**config.mk**
```make
export PLATFORM = sky130hd
export DESIGN_NAME = bmh_ctrl
export DESIGN_NICKNAME = d
export VERILOG_FILES = /design/src/rtl/bmh_pkg.sv /design/src/rtl/bmh_ctrl.sv
export SDC_FILE = /design/constraint.sdc
export NUM_CORES = 1
export LEC_CHECK = 0
export BUFFER_PORTS_ARGS = -buffer_cell sky130_fd_sc_hd__buf_2
export CAP_MARGIN = 30
export CORE_ASPECT_RATIO = 1.4
export CORE_UTILIZATION = 25
export CTS_CLUSTER_SIZE = 25
export DETAILED_ROUTE_END_ITERATION = 16
export GPL_TIMING_DRIVEN = 0
export PLACE_DENSITY_LB_ADDON = 0.08
export REMOVE_ABC_BUFFERS = 1
export SLEW_MARGIN = 20
export SYNTH_ARGS = -nofsm -noshare
export SYNTH_HDL_FRONTEND = slang
export SYNTH_SLANG_ARGS = --single-unit
```
**constraint.sdc**
```tcl
create_clock -name clk -period 1.9 [get_ports clk]
set_input_delay 0.285 -clock clk [delete_from_list [all_inputs] [get_ports clk]]
set_output_delay 0.285 -clock clk [all_outputs]
set_load 0.03 [all_outputs]
```
**src/rtl/bmh_pkg.sv**
```systemverilog
`default_nettype none

package bmh_pkg;

  // Default number of keys the heap can hold.
  localparam int CAPACITY_DEF = 1024;

  // Operation codes of a request.
  typedef enum logic {
    OP_INSERT = 1'b0,
    OP_DELETE = 1'b1
  } op_t;

  // Status codes returned with every result.
  typedef enum logic [1:0] {
    STAT_DONE  = 2'd0,
    STAT_FULL  = 2'd1,
    STAT_EMPTY = 2'd2
  } status_t;

  // Request payload.
  typedef struct packed {
    op_t                operation;
    logic signed [31:0] key_value;
  } in_t;

  // Result payload.
  typedef struct packed {
    logic signed [31:0] min_value;
    logic               is_empty;
    logic [10:0]        entry_count;
    status_t            status;
  } out_t;

  // Commands from the controller to the datapath.
  typedef struct packed {
    logic    ins_start;  // claim the next free slot and latch the new key
    logic    del_start;  // drop one entry from the count
    logic    rd_up;      // read the parent of the hole
    logic    rd_last;    // read the entry just past the new count
    logic    rd_down;    // read both children of the hole
    logic    load_last;  // latch the last entry as the moving key, hole at the root
    logic    wr_key;     // write the moving key into the hole
    logic    up_move;    // move the parent down into the hole
    logic    dn_move;    // move the smaller child up into the hole
    logic    out_load;   // load the result register
    status_t status;
  } cmd_t;

  // Status from the datapath to the controller.
  typedef struct packed {
    logic full;
    logic empty;
    logic pos_root;
    logic up_less;
    logic dn_stop;
  } sts_t;

endpackage

`default_nettype wire

```
**src/rtl/bmh_ctrl.sv**
```systemverilog
`default_nettype none

module bmh_ctrl (
  input  wire logic          clk,
  input  wire logic          rst_n,
  input  wire logic          in_valid,
  input  wire bmh_pkg::op_t  in_op,
  output logic               in_ready,
  output logic               out_valid,
  input  wire logic          out_ready,
  input  wire bmh_pkg::sts_t sts,
  output bmh_pkg::cmd_t      cmd
);

  typedef enum logic [7:0] {
    S_IDLE    = 8'b0000_0001,
    S_UP_RD   = 8'b0000_0010,
    S_UP_CMP  = 8'b0000_0100,
    S_DN_LAST = 8'b0000_1000,
    S_DN_LOAD = 8'b0001_0000,
    S_DN_RD   = 8'b0010_0000,
    S_DN_CMP  = 8'b0100_0000,
    S_DONE    = 8'b1000_0000
  } state_t;

  state_t           state_r, state_nxt;
  bmh_pkg::status_t status_r, status_nxt;
  logic             out_valid_r, out_valid_nxt;

  assign in_ready  = (state_r == S_IDLE);
  assign out_valid = out_valid_r;

  // Sequencer for one request at a time.
  always_comb begin
    state_nxt     = state_r;
    status_nxt    = status_r;
    out_valid_nxt = out_valid_r && !out_ready;
    cmd           = '0;
    cmd.status    = status_r;
    unique case (state_r)
      S_IDLE: begin
        if (in_valid) begin
          status_nxt = bmh_pkg::STAT_DONE;
          if (in_op == bmh_pkg::OP_INSERT) begin
            if (sts.full) begin
              status_nxt = bmh_pkg::STAT_FULL;
              state_nxt  = S_DONE;
            end else begin
              cmd.ins_start = 1'b1;
              state_nxt     = S_UP_RD;
            end
          end else begin
            if (sts.empty) begin
              status_nxt = bmh_pkg::STAT_EMPTY;
              state_nxt  = S_DONE;
            end else begin
              cmd.del_start = 1'b1;
              state_nxt     = S_DN_LAST;
            end
          end
        end
      end
      S_UP_RD: begin
        if (sts.pos_root) begin
          cmd.wr_key = 1'b1;
          state_nxt  = S_DONE;
        end else begin
          cmd.rd_up = 1'b1;
          state_nxt = S_UP_CMP;
        end
      end
      S_UP_CMP: begin
        if (sts.up_less) begin
          cmd.up_move = 1'b1;
          state_nxt   = S_UP_RD;
        end else begin
          cmd.wr_key = 1'b1;
          state_nxt  = S_DONE;
        end
      end
      S_DN_LAST: begin
        cmd.rd_last = 1'b1;
        state_nxt   = S_DN_LOAD;
      end
      S_DN_LOAD: begin
        cmd.load_last = 1'b1;
        state_nxt     = sts.empty ? S_DONE : S_DN_RD;
      end
      S_DN_RD: begin
        cmd.rd_down = 1'b1;
        state_nxt   = S_DN_CMP;
      end
      S_DN_CMP: begin
        if (sts.dn_stop) begin
          cmd.wr_key = 1'b1;
          state_nxt  = S_DONE;
        end else begin
          cmd.dn_move = 1'b1;
          state_nxt   = S_DN_RD;
        end
      end
      S_DONE: begin
        if (!out_valid_r || out_ready) begin
          cmd.out_load  = 1'b1;
          out_valid_nxt = 1'b1;
          state_nxt     = S_IDLE;
        end
      end
      default: begin
        state_nxt = S_IDLE;
      end
    endcase
  end

  always_ff @(posedge clk) begin
    if (!rst_n) begin
      state_r     <= S_IDLE;
      status_r    <= bmh_pkg::STAT_DONE;
      out_valid_r <= 1'b0;
    end else begin
      state_r     <= state_nxt;
      status_r    <= status_nxt;
      out_valid_r <= out_valid_nxt;
    end
  end

endmodule

`default_nettype wire

```
==> impl_metrics.py, run 1 <==
metrics = {
    "status": {
        "status": "finished, violations left",
        "failed_checks": "negative setup slack",
    },
    "logic_synthesis": {
        "netlist_instances": 83,
        "async_reset_ff_frac": 0,
        "synth_area_per_cell_um2": 8.43,
        "yosysWarnings": 0,
        "yosys.area.top_type_share": 0.315,
        "synth.cell_area_um2": 699,
        "yosysTopAreaCell": "dfxtp_1",
        "ys.flop_type": "dfxtp_1",
        "yosysMostFrequentCell": "dfxtp_1",
        "ys_top_cells_by_area": "dfxtp_1, nor2_1, nor2b_1",
        "ys_ff_latch": 11,
        "synth_edf_count": 0,
        "synth_commonest_cells": "dfxtp_1, nor2_1, nor2b_1",
        "ys_seq_area_frac": 0.315,
        "synth_cell_types": 35,
    },
    "floorplanning": {
        "die_area_mm2": 0.00302,
        "row_count": 22,
        "fp.dieW_um": 46.7,
        "die_y_um": 64.6,
        "num_io_pins": 24,
        "coreArea_mm2": 0.00264,
        "start_util": 0.265,
    },
    "grt": {
        "grt_usage": 0.146,
        "grt_overflow": 0,
        "grt_max_degree": 11,
        "antenna_found_initial": 0,
        "grt_pass1_vias": 722,
        "grt_pass1_wl_um": 3190,
    },
    "power": {
        "p_int_mw": 0.409,
        "p_sw_mw": 0.209,
        "clkPwrFrac": 0.272,
        "p_seq_frac": 0.404,
        "combPwrFrac": 0.324,
        "p_per_area_mw_per_mm2": 570,
        "leakagePower_nw": 0.466,
        "peakVddDrop_uv": 355,
        "swShare": 0.338,
    },
    "sta": {
        "hold_violations": 0,
        "rsz0062_at_grt": "true",
        "min_period_ns": 2.04,
        "relSlewSlack": 0.756,
        "fin_ws_ns": -0.137,
        "post-route-period-util": 1.07,
        "fmax_ghz": 0.491,
        "setup_viol": 3,
        "fin_worst_skew_ns": 0.00386,
        "slew_violations": 0,
        "worstMarginPinSlew_ns": 0.361,
    },
    "clocking": {
        "clk_path_buf_depth": 2,
        "clkSinkCount": 11,
        "cts_tree": "yes",
        "cts_root_buf": "clkbuf_4",
        "path_clk_slew_ns": 0.08,
        "clk_latency_ns": 0.27,
        "htreeDepth": 1,
        "hold_buffers": 0,
        "cts-buffers-inserted": 3,
    },
    "detailed_routing": {
        "routed-via-count": 750,
        "drt_iter0_drc": 17,
        "vias_per_cell": 4.78,
        "wirelength_um": 2000,
        "wl_per_cell_um": 12.8,
        "first_pass_iters": 4,
        "final_antenna_net_count": 0,
        "drc": 0,
    },
    "worst_hold_path": {
        "hp-class": "primary input to flop",
    },
    "place": {
        "numPortBuffers": 23,
        "post-place-ws_ns": -0.289,
        "place.gp.congestion": 0.778,
        "placed_area_um2": 845,
        "place_hpwl_um": 1470,
    },
    "setup_path": {
        "cp-end-kind": "output pin",
        "critPathKind": "flop to output pin",
        "cp.required_ns": 1.62,
        "crit_fanout": 2,
        "crit_chain": "nor4_4, nand2_1, or3_4, and3_4, inv_2, buf_6",
        "cp-start-kind": "flop",
        "cp_slowest_stage_delay_ns": 0.38,
        "critPathSlowestCell": "or3_4",
        "cp.arrival_ns": 1.75,
        "r2r_setup_slack_ns": 0.12,
    },
    "run": {
        "maxCapViolations": 0,
    },
    "finish": {
        "final_area_mm2": 0.00108,
        "antenna_cells": 0,
        "fillers": 292,
        "final_util": 0.410,
        "drive_gt1_frac": 0.512,
        "final_nets": 132,
        "syn2layout_area_growth_pct": 54.9,
    },
}
sequential cells by signal (all words and copies together) (netlist names):
signal     count
state_r        8
status_r       2
out_valid      1
area by class of cell:
| class | instances | area (um^2) | area share |
|---|---|---|---|
| multi-input combinational | 69 | 505 | 0.467 |
| sequential | 11 | 238 | 0.219 |
| timing repair buffer | 36 | 264 | 0.244 |
| inverter | 1 | 3.75 | 0.00346 |
| tap | 36 | 45.0 | 0.0416 |
| clock buffer | 3 | 22.5 | 0.0208 |
| clock inverter | 1 | 5.00 | 0.00462 |
per-layer routing:
metal | track usage | vias up | share of wire
met4 | 0.0750 | 0 | 0.017
met5 | 0 | - | 0
met1 | 0.177 | 353 | 0.43
li1 | - | 379 | -
met3 | 0.0167 | 4 | 0.029
met2 | 0.241 | 14 | 0.52
metrics by stage:
stage	hold slack [ns]	TNS, ns	std cells	total power [mW]
floorplan	0.386	-1.05	81	0.355
global placement	0.449	-0.718	140	0.403
detailed placement	0.457	-0.721	140	0.402
CTS	0.316	-0.422	155	0.613
global route	0.317	-0.774	157	0.653
finish	0.316	-0.338	157	0.617
power by group through the flow:
stage	clock network (mW)	registers [mW]	logic, mW
2_1_floorplan	0	0.261	0.0940
6_report	0.168	0.249	0.200
3_3_place_gp	0	0.258	0.145
4_1_cts	0.174	0.251	0.189
3_5_place_dp	0	0.258	0.144
5_1_grt	0.185	0.251	0.217
worst max-delay path, delay by kind of cell, from the launching register on:
family | cells | cell delay [ns]
and+or+nand+nor | 4 | 0.95
DFF | 1 | 0.36
buffers and inverters | 2 | 0.17
path summary, 6_finish.rpt:
| path | end | cells past startpoint | startpoint |
|---|---|---|---|
| worst max-delay path | cmd[5] | 6 | state_r[6]$_SDFFE_PN0P_ |
| worst min-delay path | state_r[2]$_SDFFE_PN0P_ | 3 | sts[2] |
| worst max register to register | state_r[1]$_SDFFE_PN0P_ | 6 | state_r[1]$_SDFFE_PN0P_ |
| worst min register to register | status_r[0]$_SDFFE_PN0P_ | 2 | status_r[0]$_SDFFE_PN0P_ |
layout by cell type, fill, tap and decap left out, types with 4 or more instances in the layout:
| master | count |
|---|---|
| nand4_1 | 4 |
| nor2b_1 | 6 |
| nand3_1 | 5 |
| dfxtp_4 | 4 |
| nor2_1 | 7 |
| nand2_1 | 5 |
| dfxtp_1 | 5 |
| buf_2 | 13 |
| buf_6 | 7 |
| and2_1 | 4 |
| buf_4 | 16 |
cells by family after synthesis:
family	synth area share
flops	0.315
buf+inv	0.0268
compound gates	0.134
simple gates	0.499
xor+xnor	0.0250
repair_timing:
item | 4_1_cts | 5_1_grt
resized for setup | 25 | 15
setup buffers | 11 | 4
endpoints found under the setup margin | 12 | 11
endpoints found under the hold margin | 0 | 0
pin swaps | 8 | 9
Power figures use the tool's default switching activity.
==> run 2, diff against run 1 <==
==> constraint.sdc (replaced) <==
create_clock -name clk -period 1.9 [get_ports clk]
set_input_delay 0.38 -clock clk [delete_from_list [all_inputs] [get_ports clk]]
set_output_delay 0.38 -clock clk [all_outputs]
set_load 0.03 [all_outputs]
==> run 2 against run 1 <==
The run still ends with negative setup slack left. Sequential share of layout area decreased by 2.1 points. Setup slack got worse by 0.11 ns. Worst hold slack improved by 0.090 ns. Clock skew increased by 0.0082 ns. Largest power group unchanged. Global-route usage increased by 0.96 points. Via count increased by 4.4%. Non-clock buffer count increased by 4. First-iteration DRC count increased by 5.9%. Register-to-register slack got worse by 0.02 ns. Flip-flop and latch count unchanged. Clock power about the same. Largest cell class unchanged.
==> impl_metrics.py, run 2 (synthesis gave the netlist of run 1 again) <==
metrics = {
    "grt": {
        "antenna_found_initial": 0,
        "grt_overflow": 0,
        "grt_pass1_wl_um": 3410,
        "grt_usage": 0.156,
        "grt_use_met2": 0.266,
        "use_met1": 0.183,
        "grt_pass1_vias": 776,
        "grt_max_degree": 11,
        "busiest_layer": "met2",
        "grtUsageMet3": 0.0167,
    },
    "clocking": {
        "cts-buffers-inserted": 3,
        "hold_buffers": 0,
        "clk_path_buf_depth": 2,
        "cts_root_buf": "clkbuf_4",
        "htreeDepth": 1,
        "clk_latency_ns": 0.28,
        "cts_tree": "yes",
        "clkSinkCount": 11,
        "path_clk_slew_ns": 0.09,
    },
    "detailed_routing": {
        "final_antenna_net_count": 0,
        "wirelength_um": 2160,
        "wl_per_cell_um": 13.4,
        "routed-via-count": 783,
        "drc": 0,
        "vias_per_cell": 4.86,
        "drt_iter0_drc": 18,
        "first_pass_iters": 4,
    },
    "place": {
        "place_hpwl_um": 1470,
        "place.gp.congestion": 0.778,
        "place_inst": 140,
        "numPortBuffers": 23,
        "placed_area_um2": 845,
    },
    "finish": {
        "drive_gt1_frac": 0.576,
        "instances_no_fill": 161,
        "regMostFlops": "state_r",
        "fillers": 285,
        "final_common_cell": "buf_4",
        "final_nets": 136,
        "final_area_mm2": 0.00120,
        "largest_reg_flops": 8,
        "syn2layout_area_growth_pct": 71.0,
        "antenna_cells": 0,
        "layout_common_cells": "buf_4, buf_2, buf_6, nor2_1, nor2b_1",
    },
    "sta": {
        "slew_violations": 0,
        "setup_viol": 9,
        "fin_ws_ns": -0.246,
        "rsz0062_at_grt": "true",
        "min_period_ns": 2.15,
        "relSlewSlack": 0.750,
        "post-route-period-util": 1.13,
        "whs_ns": 0.406,
        "fmax_ghz": 0.466,
        "worstMarginPinSlew_ns": 0.369,
        "fin_worst_skew_ns": 0.0121,
        "hold_violations": 0,
    },
    "floorplanning": {
        "die_y_um": 64.6,
        "die_area_mm2": 0.00302,
        "coreArea_mm2": 0.00264,
        "start_util": 0.265,
        "row_count": 22,
        "num_io_pins": 24,
        "fp.dieW_um": 46.7,
    },
    "worst_hold_path": {
        "min-delay-start": "rst_n",
        "hp-class": "primary input to flop",
        "hold_depth": 3,
    },
    "setup_path": {
        "setup.worst_path.start": "state_r[6]$_SDFFE_PN0P_",
        "cp.required_ns": 1.52,
        "critPathSlowestCell": "or3_4",
        "critPathTopFamily": "simple AND/OR/NAND/NOR gates",
        "cp.arrival_ns": 1.77,
        "worst-path-stages": 6,
        "reg2reg_depth": 6,
        "timing.rr.start": "state_r[1]$_SDFFE_PN0P_",
        "critPathKind": "flop to output pin",
        "crit_fanout": 2,
        "cp-end-kind": "output pin",
        "crit_chain": "nor4_4, nand2_1, or3_4, and3_4, inv_2, buf_6",
        "cp_num_buf_inv": 2,
        "cp_slowest_stage_delay_ns": 0.38,
        "cp-start-kind": "flop",
    },
    "status": {
        "failed_checks": "negative setup slack",
        "status": "finished, violations left",
    },
    "power": {
        "peakVddDrop_uv": 338,
        "leakagePower_nw": 0.496,
        "p_per_area_mw_per_mm2": 538,
        "power_mw": 0.644,
    },
    "run": {
        "maxCapViolations": 0,
    },
}
==> run 2: changes by cell type in the layout (fill, tap and decap cells not counted), moves of 2 or more <==
cell | before | now
nor2_4 | 1 | 5
nand3_4 | 0 | 2
nor2_2 | 3 | 0
buf_6 | 7 | 10
nand3_1 | 5 | 2
==> run 2: area by class of cell <==
class	instances	area (um^2)	share of cell area
clock buffers	3	22.5	0.0188
multi-input cells	69	567	0.474
clock inverters	1	5.00	0.00418
flip-flops and latches	11	238	0.199
repair buffers	40	315	0.264
well taps	36	45.0	0.0377
inverters	1	3.75	0.00314
==> run 2: tightest hold or removal path, stage by stage <==
cell and delay, ns:
buf_2 0.16, nand2_1 0.07, nor3_1 0.04
==> run 2: power by group <==
group / switching [mW] / internal [mW] / leakage, nW
combinational: 0.118 / 0.107 / 0.386
clock: 0.0915 / 0.0779 / 0.0177
sequential: 0.0139 / 0.236 / 0.0926
total: 0.224 / 0.420 / 0.496
==> run 2: worst paths after layout <==
path                              end  slack (ns)
max                            cmd[5]       -0.25
min reg2reg  status_r[1]$_SDFFE_PN0P_        0.46
min           state_r[1]$_SDFFE_PN0P_        0.41
max reg2reg   state_r[1]$_SDFFE_PN0P_        0.10
==> run 2: what timing repair did <==
action / 4_1_cts / 5_1_grt
pin swaps: 12 / 11
setup buffers: 14 / 6
resized for setup: 36 / 23
endpoints found under the setup margin: 13 / 13
==> run 2: stage by stage <==
step	setup TNS, ns	utilization	worst slack [ns]
2_1_floorplan	-1.27	-	-0.590
3_3_place_gp	-1.10	0.320	-0.382
3_5_place_dp	-1.10	0.320	-0.384
4_1_cts	-1.09	0.410	-0.253
5_1_grt	-1.93	0.453	-0.359
6_report	-1.07	0.453	-0.246
==> run 2: layer usage <==
layer | part of all wire | vias to the layer above
met4 | 0.0079 | 0
met2 | 0.54 | 13
met1 | 0.43 | 381
met5 | 0 | -
met3 | 0.022 | 2
li1 | - | 387
==> run 3, diff against run 2 <==
==> constraint.sdc (replaced) <==
create_clock -name clk -period 1.8 [get_ports clk]
set_input_delay 0 -clock clk [delete_from_list [all_inputs] [get_ports clk]]
set_output_delay 0 -clock clk [all_outputs]
set_load 0.03 [all_outputs]
==> run 3 against run 2 <==
Sequential share of layout area up 2.5 points. Critical path depth down 1. Power up 3.4%. Setup slack better by 0.27 ns. Clock skew down 0.010 ns. Count of clock-buffer cells in the layout unchanged. First-iteration DRC count up 17%. Routed wire length down 5.7%. Non-clock buffer count down 4. Critical endpoint is now cmd[10]. Worst hold slack worse by 0.38 ns. The flow now finishes without violations. Final area down 12%.
==> impl_metrics.py, run 3 (synthesis gave the netlist of run 1 again) <==
metrics = {
    "status": {
        "status": "completed",
    },
    "sta": {
        "fin_ws_ns": 0.0235,
        "relSlewSlack": 0.776,
        "rsz0062_at_grt": "true",
        "hold_violations": 0,
        "fin_worst_skew_ns": 0.00178,
        "fmax_ghz": 0.563,
        "whs_ns": 0.0227,
        "setup_viol": 0,
        "slew_violations": 0,
        "worstMarginPinSlew_ns": 0.333,
        "post-route-period-util": 0.987,
        "min_period_ns": 1.78,
    },
    "power": {
        "clkPwrFrac": 0.270,
        "combPwrFrac": 0.331,
        "p_seq_frac": 0.398,
        "peakVddDrop_uv": 364,
        "p_per_area_mw_per_mm2": 632,
        "swShare": 0.341,
        "leakagePower_nw": 0.467,
        "p_sw_mw": 0.227,
        "p_int_mw": 0.439,
    },
    "grt": {
        "grt_pass1_wl_um": 3270,
        "antenna_found_initial": 0,
        "grt_pass1_vias": 728,
        "grt_max_degree": 11,
        "grt_overflow": 0,
        "grt_usage": 0.149,
    },
    "clocking": {
        "hold_buffers": 0,
        "clk_latency_ns": 0.27,
        "htreeDepth": 1,
        "path_clk_slew_ns": 0.08,
        "clk_path_buf_depth": 2,
        "cts_tree": "yes",
        "cts_root_buf": "clkbuf_4",
        "cts-buffers-inserted": 3,
        "clkSinkCount": 11,
    },
    "detailed_routing": {
        "wl_per_cell_um": 13.0,
        "wirelength_um": 2040,
        "vias_per_cell": 4.73,
        "final_antenna_net_count": 0,
        "first_pass_iters": 4,
        "drc": 0,
        "routed-via-count": 743,
        "drt_iter0_drc": 21,
    },
    "finish": {
        "largest_reg_flops": 8,
        "final_common_cell": "buf_2",
        "syn2layout_area_growth_pct": 50.8,
        "final_area_mm2": 0.00105,
        "final_nets": 132,
        "antenna_cells": 0,
        "regMostFlops": "state_r",
        "seq_area_um2": 236,
        "drive_gt1_frac": 0.496,
        "layout_common_cells": "buf_2, buf_4, nor2_1, nor2b_1",
        "multi_input_area_um2": 512,
        "final_util": 0.399,
        "fillers": 297,
    },
    "place": {
        "post-place-ws_ns": -0.104,
        "placed_area_um2": 845,
        "numPortBuffers": 23,
        "place.gp.congestion": 0.778,
        "place_hpwl_um": 1470,
    },
    "worst_hold_path": {
        "hold_depth": 2,
        "worstHoldEndpoint": "state_r[0]$_SDFFE_PN1P_",
        "hp-class": "primary input to flop",
        "min-delay-start": "rst_n",
    },
    "setup_path": {
        "crit_fanout": 5,
        "worstReg2RegEnd": "state_r[7]$_SDFFE_PN0P_",
        "critPathSlowestCell": "dfxtp_4",
        "cp.required_ns": 1.80,
        "critPathKind": "flop to output pin",
        "crit_chain": "nor4_4, and4b_2, nand2_4, nor3b_4, buf_6",
        "cp-start-kind": "flop",
        "setup.worst_path.start": "state_r[2]$_SDFFE_PN0P_",
        "r2r_setup_slack_ns": 0.09,
        "timing.rr.start": "state_r[1]$_SDFFE_PN0P_",
        "cp-end-kind": "output pin",
        "reg2reg_depth": 6,
        "cp.arrival_ns": 1.78,
        "cp_slowest_stage_delay_ns": 0.37,
    },
    "run": {
        "maxCapViolations": 0,
    },
    "floorplanning": {
        "die_area_mm2": 0.00302,
        "fp.dieW_um": 46.7,
        "num_io_pins": 24,
        "die_y_um": 64.6,
        "coreArea_mm2": 0.00264,
        "start_util": 0.265,
        "row_count": 22,
    },
}
[run 3: changes by cell type in the layout (fill, tap and decap cells not counted), moves of 2 or more]
cell,change
buf_6,-8
buf_2,+7
dfxtp_2,+2
buf_4,-2
nand3_1,+3
nand3_4,-2
nor2_4,-4
nor2_1,+4
[run 3: metal layers]
| layer | wire length [um] | share of wire | track usage | up-vias |
|---|---|---|---|---|
| met4 | 26 | 0.013 | 0.0643 | 0 |
| li1 | - | - | - | 380 |
| met5 | 0 | 0 | 0 | - |
| met1 | 862 | 0.42 | 0.179 | 344 |
| met3 | 48 | 0.024 | 0.0167 | 4 |
| met2 | 1100 | 0.54 | 0.255 | 15 |
[run 3: area by class of cell]
class,instances,share of cell area
timing repair buffer,36,0.218
multi-input combinational,69,0.485
sequential,11,0.224
inverter,1,0.00356
tap,36,0.0427
clock buffer,3,0.0214
clock inverter,1,0.00474
[run 3: power by group through the flow]
stage	logic [mW]	registers [mW]	clock network (mW)
final	0.221	0.265	0.180
after global routing	0.241	0.267	0.196
after CTS	0.180	0.266	0.184
after detailed placement	0.152	0.272	0
after global placement	0.153	0.272	0
after floorplan	0.0993	0.276	0
[run 3: worst max path at each step]
stage,depth (start not counted),end
finish,5,cmd[10]
global route,6,cmd[5]
CTS,6,cmd[5]
detailed placement,5,cmd[10]
global placement,5,cmd[10]
floorplan,5,state_r[3]$_SDFFE_PN0P_
[run 3: worst max-delay path: cells and delay by family, from the launching register on]
kind,cells,cell delay [ns]
buffers and inverters,1,0.16
and+or+nand+nor,4,0.96
DFF,1,0.37
[run 3: stage by stage]
stage               TNS, ns  total power, mW  cells
floorplan            -0.825            0.375     81
global placement     -0.315            0.425    140
detailed placement   -0.325            0.425    140
CTS                       0            0.629    152
global route         -0.153            0.704    157
finish                    0            0.666    157
[run 3: timing repair]
item                                    4_1_cts  5_1_grt
endpoints found under the setup margin        7        6
pin swaps                                     4        7
resized for setup                            13       14
cloned                                        0        0
setup buffers                                 8        5
